<file path="config.mk">
export PLATFORM = sky130hd
export DESIGN_NAME = cth_control
export DESIGN_NICKNAME = d
export VERILOG_FILES = /design/src/rtl/core/cth_pkg.sv /design/src/rtl/core/cth_control.sv
export SDC_FILE = /design/constraint.sdc
export NUM_CORES = 1
export LEC_CHECK = 0
export BUFFER_PORTS_ARGS = -buffer_cell sky130_fd_sc_hd__buf_2
export CORE_MARGIN = 2
export CORE_UTILIZATION = 40
export DETAILED_ROUTE_END_ITERATION = 8
export PLACE_DENSITY = 0.79
export SETUP_SLACK_MARGIN = 0.5
export SLEW_MARGIN = 20
export SYNTH_ARGS = -nofsm -noshare
export SYNTH_HDL_FRONTEND = slang
export SYNTH_SLANG_ARGS = --single-unit
</file>
<file path="constraint.sdc">
create_clock -name aclk -period 1.5 [get_ports aclk]
set_input_delay 0 -clock aclk [delete_from_list [all_inputs] [get_ports aclk]]
set_output_delay 0 -clock aclk [all_outputs]
set_load 0.02 [all_outputs]
</file>
<file path="src/rtl/core/cth_pkg.sv">
package cth_pkg;

    localparam int NUM_PADDLES = 16;
    localparam int NUM_BINS    = 200;
    localparam int COUNT_BITS  = 32;
    localparam int NUM_HISTS   = 4;
    localparam int HIST_LEN    = NUM_BINS + 2;
    localparam int PAD_BITS    = $clog2(NUM_PADDLES);
    localparam int BIN_BITS    = $clog2(HIST_LEN);
    localparam int MEM_DEPTH   = NUM_HISTS * HIST_LEN;
    localparam int ADDR_BITS   = $clog2(MEM_DEPTH);
    localparam int TIME_BITS   = 35;
    localparam int QUO_BITS    = 35;

    localparam logic [2:0] REG_A1_THR  = 3'd0;
    localparam logic [2:0] REG_A2_THR  = 3'd1;
    localparam logic [2:0] REG_OFFSET  = 3'd2;
    localparam logic [2:0] REG_LOW     = 3'd3;
    localparam logic [2:0] REG_WIDTH   = 3'd4;

    localparam logic [1:0] ACT_LOAD  = 2'd0;
    localparam logic [1:0] ACT_END   = 2'd1;
    localparam logic [1:0] ACT_READ  = 2'd2;
    localparam logic [1:0] ACT_CLEAR = 2'd3;

    typedef enum logic [3:0] {
        ST_INIT,
        ST_IDLE,
        ST_PAIR,
        ST_DIV,
        ST_BUMP_RD,
        ST_BUMP_WR,
        ST_READ_RD,
        ST_READ_OUT,
        ST_CLEAR
    } state_t;

    typedef struct packed {
        logic load_hit;
        logic start_event;
        logic start_pair;
        logic div_start;
        logic div_step;
        logic next_cut;
        logic mem_rd_bump;
        logic mem_wr_bump;
        logic mem_rd_req;
        logic out_load;
        logic clear_step;
        logic clear_start;
        logic end_clear;
    } cmd_t;

    typedef struct packed {
        logic pair_good;
        logic pair_last;
        logic div_done;
        logic cut_last;
        logic cut_valid;
        logic clear_last;
    } status_t;

endpackage

</file>
<file path="src/rtl/core/cth_control.sv">
module cth_control
    import cth_pkg::*;
(
    input  logic        aclk,
    input  logic        aresetn,
    input  logic        s_valid,
    output logic        s_ready,
    input  logic [1:0]  s_action,
    input  logic [3:0]  s_paddle,
    output logic        m_valid,
    input  logic        m_ready,
    output cmd_t        cmd,
    input  status_t     sts
);

    state_t state_reg, state_next;
    logic   m_valid_reg, m_valid_next;

    always_ff @(posedge aclk) begin
        if (!aresetn) begin
            state_reg   <= ST_INIT;
            m_valid_reg <= 1'b0;
        end else begin
            state_reg   <= state_next;
            m_valid_reg <= m_valid_next;
        end
    end
    assign m_valid = m_valid_reg;

    always_comb begin
        state_next   = state_reg;
        m_valid_next = m_valid_reg;
        cmd          = '0;
        s_ready      = 1'b0;
        if (m_valid_reg && m_ready) m_valid_next = 1'b0;
        unique case (state_reg)
            ST_INIT: begin
                cmd.clear_step = 1'b1;
                if (sts.clear_last) state_next = ST_IDLE;
            end
            ST_IDLE: begin
                s_ready = !(m_valid_reg && !m_ready);
                if (s_valid && s_ready) begin
                    unique case (s_action)
                        ACT_LOAD: cmd.load_hit = ({1'b0, s_paddle} < 5'(NUM_PADDLES));
                        ACT_END: begin
                            cmd.start_event = 1'b1;
                            state_next = ST_PAIR;
                        end
                        ACT_READ: begin
                            cmd.mem_rd_req = 1'b1;
                            state_next = ST_READ_OUT;
                        end
                        default: begin
                            cmd.clear_start = 1'b1;
                            state_next = ST_CLEAR;
                        end
                    endcase
                end
            end
            ST_PAIR: begin
                if (sts.pair_good) begin
                    cmd.div_start = 1'b1;
                    state_next = ST_DIV;
                end else begin
                    cmd.start_pair = 1'b1;
                    if (sts.pair_last) begin
                        cmd.end_clear = 1'b1;
                        state_next = ST_IDLE;
                    end
                end
            end
            ST_DIV: begin
                if (sts.div_done) state_next = ST_BUMP_RD;
                else cmd.div_step = 1'b1;
            end
            ST_BUMP_RD: begin
                if (sts.cut_valid) begin
                    cmd.mem_rd_bump = 1'b1;
                    state_next = ST_BUMP_WR;
                end else if (sts.cut_last) begin
                    cmd.start_pair = 1'b1;
                    if (sts.pair_last) begin
                        cmd.end_clear = 1'b1;
                        state_next = ST_IDLE;
                    end else state_next = ST_PAIR;
                end else cmd.next_cut = 1'b1;
            end
            ST_BUMP_WR: begin
                cmd.mem_wr_bump = 1'b1;
                if (sts.cut_last) begin
                    cmd.start_pair = 1'b1;
                    if (sts.pair_last) begin
                        cmd.end_clear = 1'b1;
                        state_next = ST_IDLE;
                    end else state_next = ST_PAIR;
                end else begin
                    cmd.next_cut = 1'b1;
                    state_next = ST_BUMP_RD;
                end
            end
            ST_READ_OUT: begin
                cmd.out_load = 1'b1;
                m_valid_next = 1'b1;
                state_next = ST_IDLE;
            end
            ST_CLEAR: begin
                cmd.clear_step = 1'b1;
                if (sts.clear_last) state_next = ST_IDLE;
            end
            default: state_next = ST_IDLE;
        endcase
    end

endmodule
</file>
==> flow_metrics.tcl <==
set metrics [dict create \
    grt_max_degree 10 \
    fin_crit_ps 1580 \
    drc 0 \
    cts_root_buffer "clkbuf_4" \
    power_density_mw_per_mm2 1340 \
    cts_buffers 3 \
    cp_data_arrival_time_ps 1710 \
    end_kind "register" \
    routed_wl_um 2180 \
    syn_inst 78 \
    skew_ps 4.22 \
    first_global_vias 737 \
    max_stage_delay_ps 440 \
    min_period_over_period 1.05 \
    clk_latency_ps 240 \
    drtIter0Drc 25 \
    clkTransAtPathRegs_ps 40 \
    synth-edff-count 0 \
    antenna_found_initial 0 \
    die-area_mm2 0.00195 \
    final_util 0.810 \
    tightestPinTransition_ps 368 \
    critPathKind "register to register" \
    portBuffers 26 \
    num_antenna_cells 0 \
    ir_drop_mv 0.872 \
    async_reset_ff_frac 0 \
    die_h_um 44.1 \
    hold_class "primary input to register" \
    clockBufferDepth 2 \
    synth_nets 98 \
    grt_overflow 0 \
    syn-cell-area_um2 644 \
    cts_tree "built" \
    via_count 809 \
    core_area_mm2 0.00151 \
    rows 14 \
    crit_fanout 4 \
    leakage_nw 0.560 \
    largest_register_ffs 4 \
    timing.critical_path.cells "or3b_4 -> nor4_4 -> a2111oi_4 -> buf_4 -> a32o_1" \
    slew_viol_final 0 \
    drive_above_1_share 0.664 \
    hpwlAfterDp_um 1270 \
    yosysWarnings 0 \
    grt_usage 0.213 \
    ant_nets 0 \
    first_pass_iters 4 \
    outcome "complete, but fails checks" \
    rsz0062_at_grt "true" \
    cts_num_sinks 5 \
    areaGrowthSynthToFinish_pct 89.3 \
    finalSetupViolations 10 \
    maxCapViolCount 0 \
    placed_area_um2 885 \
    start_util 0.428 \
    start_kind "register" \
    fmax_ghz 0.634 \
    die_w_um 44.1 \
    cp_data_required_time_ps 1630 \
    hold_viol 0 \
    ys_seq_area_frac 0.155 \
    setup_slack_ps -78.0 \
    avgSynthCellArea_um2 8.26 \
    vias_per_cell 5.62 \
    ys_ff_latch 5 \
    hold_ws_ps 89.2 \
    h-tree-depth 1 \
    nFillCells 102 \
    grt_pass1_wl_um 3130 \
    synthFlopType "dfxtp_1" \
    critPathSlowestCell "or3b_4" \
    relSlewSlack 0.754 \
    place.gp.congestion 0.856 \
    io_pins 31 \
    final_area_mm2 0.00122 \
    wl_per_cell_um 15.1 \
    yosysUniqueCellTypes 33 \
    final_nets 149 \
    violations "setup timing" \
]
## metrics by stage
step	TNS [ps]	std cells	worst slack [ps]	total power [W]
CTS	-318	137	-62.6	0.00143
floorplan	0	78	43.9	0.000761
global placement	-11.0	126	-11.0	0.000993
detailed placement	-28.4	126	-17.7	0.00101
global route	-937	144	-118	0.00171
finish	-388	144	-78.0	0.00163
## cells by family (layout without fill, tap and decap cells)
| family | count (synthesis) | in the layout | share of synthesized area |
|---|---|---|---|
| compound gates | 14 | 14 | 0.175 |
| fa+ha+maj | 4 | 4 | 0.0777 |
| buf+inv | 11 | 61 | 0.0874 |
| flops | 5 | 5 | 0.155 |
| mux | 3 | 3 | 0.0466 |
| simple gates | 41 | 41 | 0.458 |
## synthesized netlist by cell type (all sizes together), types with 2 or more instances
cell    number  area (um^2)
and2         6         37.5
buf          6         37.5
nor2b        6         37.5
dfxtp        5          100
inv          5         18.8
ha           4         50.1
nand3b       4         30.0
nor2         4         15.0
o21ai        4         20.0
a21oi        3         15.0
and3         3         18.8
mux2i        3         30.0
nand2        3         11.3
nand2b       3         18.8
nor3         3         26.3
a211oi       2         15.0
a32o         2         20.0
nor4         2         27.5
## final cells by class
class	count	area, um^2	area share
repair buffers	52	447	0.366
flip-flops and latches	5	115	0.0944
clock buffers	4	26.3	0.0215
well taps	16	20.0	0.0164
inverters	5	18.8	0.0154
multi-input cells	62	593	0.486
## worst max-delay path: cells and delay by family (launching register included)
kind	cells	cell delay (ps)
simple gates	2	680
flops	1	350
compound gates	2	260
buf+inv	1	170
## layer usage
layer | GRT usage | vias to the layer above | part of all wire
met5 | 0 | - | 0
met4 | 0.00606 | 0 | 0.022
met3 | 0.0612 | 10 | 0.073
met2 | 0.429 | 55 | 0.57
met1 | 0.226 | 366 | 0.34
li1 | - | 378 | -
## where the power goes
part           internal, W  total [W]  switching [W]
combinational     0.000694    0.00125       0.000560
clock             0.000100   0.000154      0.0000540
sequential        0.000178   0.000220      0.0000419
total             0.000973    0.00163       0.000656
## worst paths after layout
| path | from | endpoint | slack [ps] | depth (start not counted) |
|---|---|---|---|---|
| max reg2reg | state_reg[3]$_SDFFE_PN0P_ | state_reg[2]$_SDFFE_PN0P_ | -80 | 5 |
| min reg2reg | m_valid$_SDFFE_PN0P_ | m_valid$_SDFFE_PN0P_ | 560 | 2 |
| min | aresetn | state_reg[3]$_SDFFE_PN0P_ | 90 | 3 |
| max | state_reg[3]$_SDFFE_PN0P_ | state_reg[2]$_SDFFE_PN0P_ | -80 | 5 |
## placed cells by master (no fill, tap or decap), drive strengths merged
cell / count
nor4b: 1
or3b: 1
nor4bb: 1
nand4bb: 1
ha: 4
o21ai: 4
buf: 52
and2: 6
a21oi: 3
a2111oi: 1
nand2b: 3
clkbuf: 4
nor3: 3
nor2: 4
nand2: 3
nor2b: 6
a32o: 2
and3: 3
nand3: 1
inv: 5
a211oi: 2
nor4: 2
nand3b: 4
or3: 1
dfxtp: 5
mux2i: 3
a21boi: 1
o31ai: 1
or2b: 1
## repair_timing
item                                    4_1_cts  5_1_grt
endpoints found under the setup margin       19       19
pin swaps                                     5       11
hold buffers                                  0        0
setup buffers                                 7        7
gates resized for setup                      45       19
(Power assumes the default switching activity.)
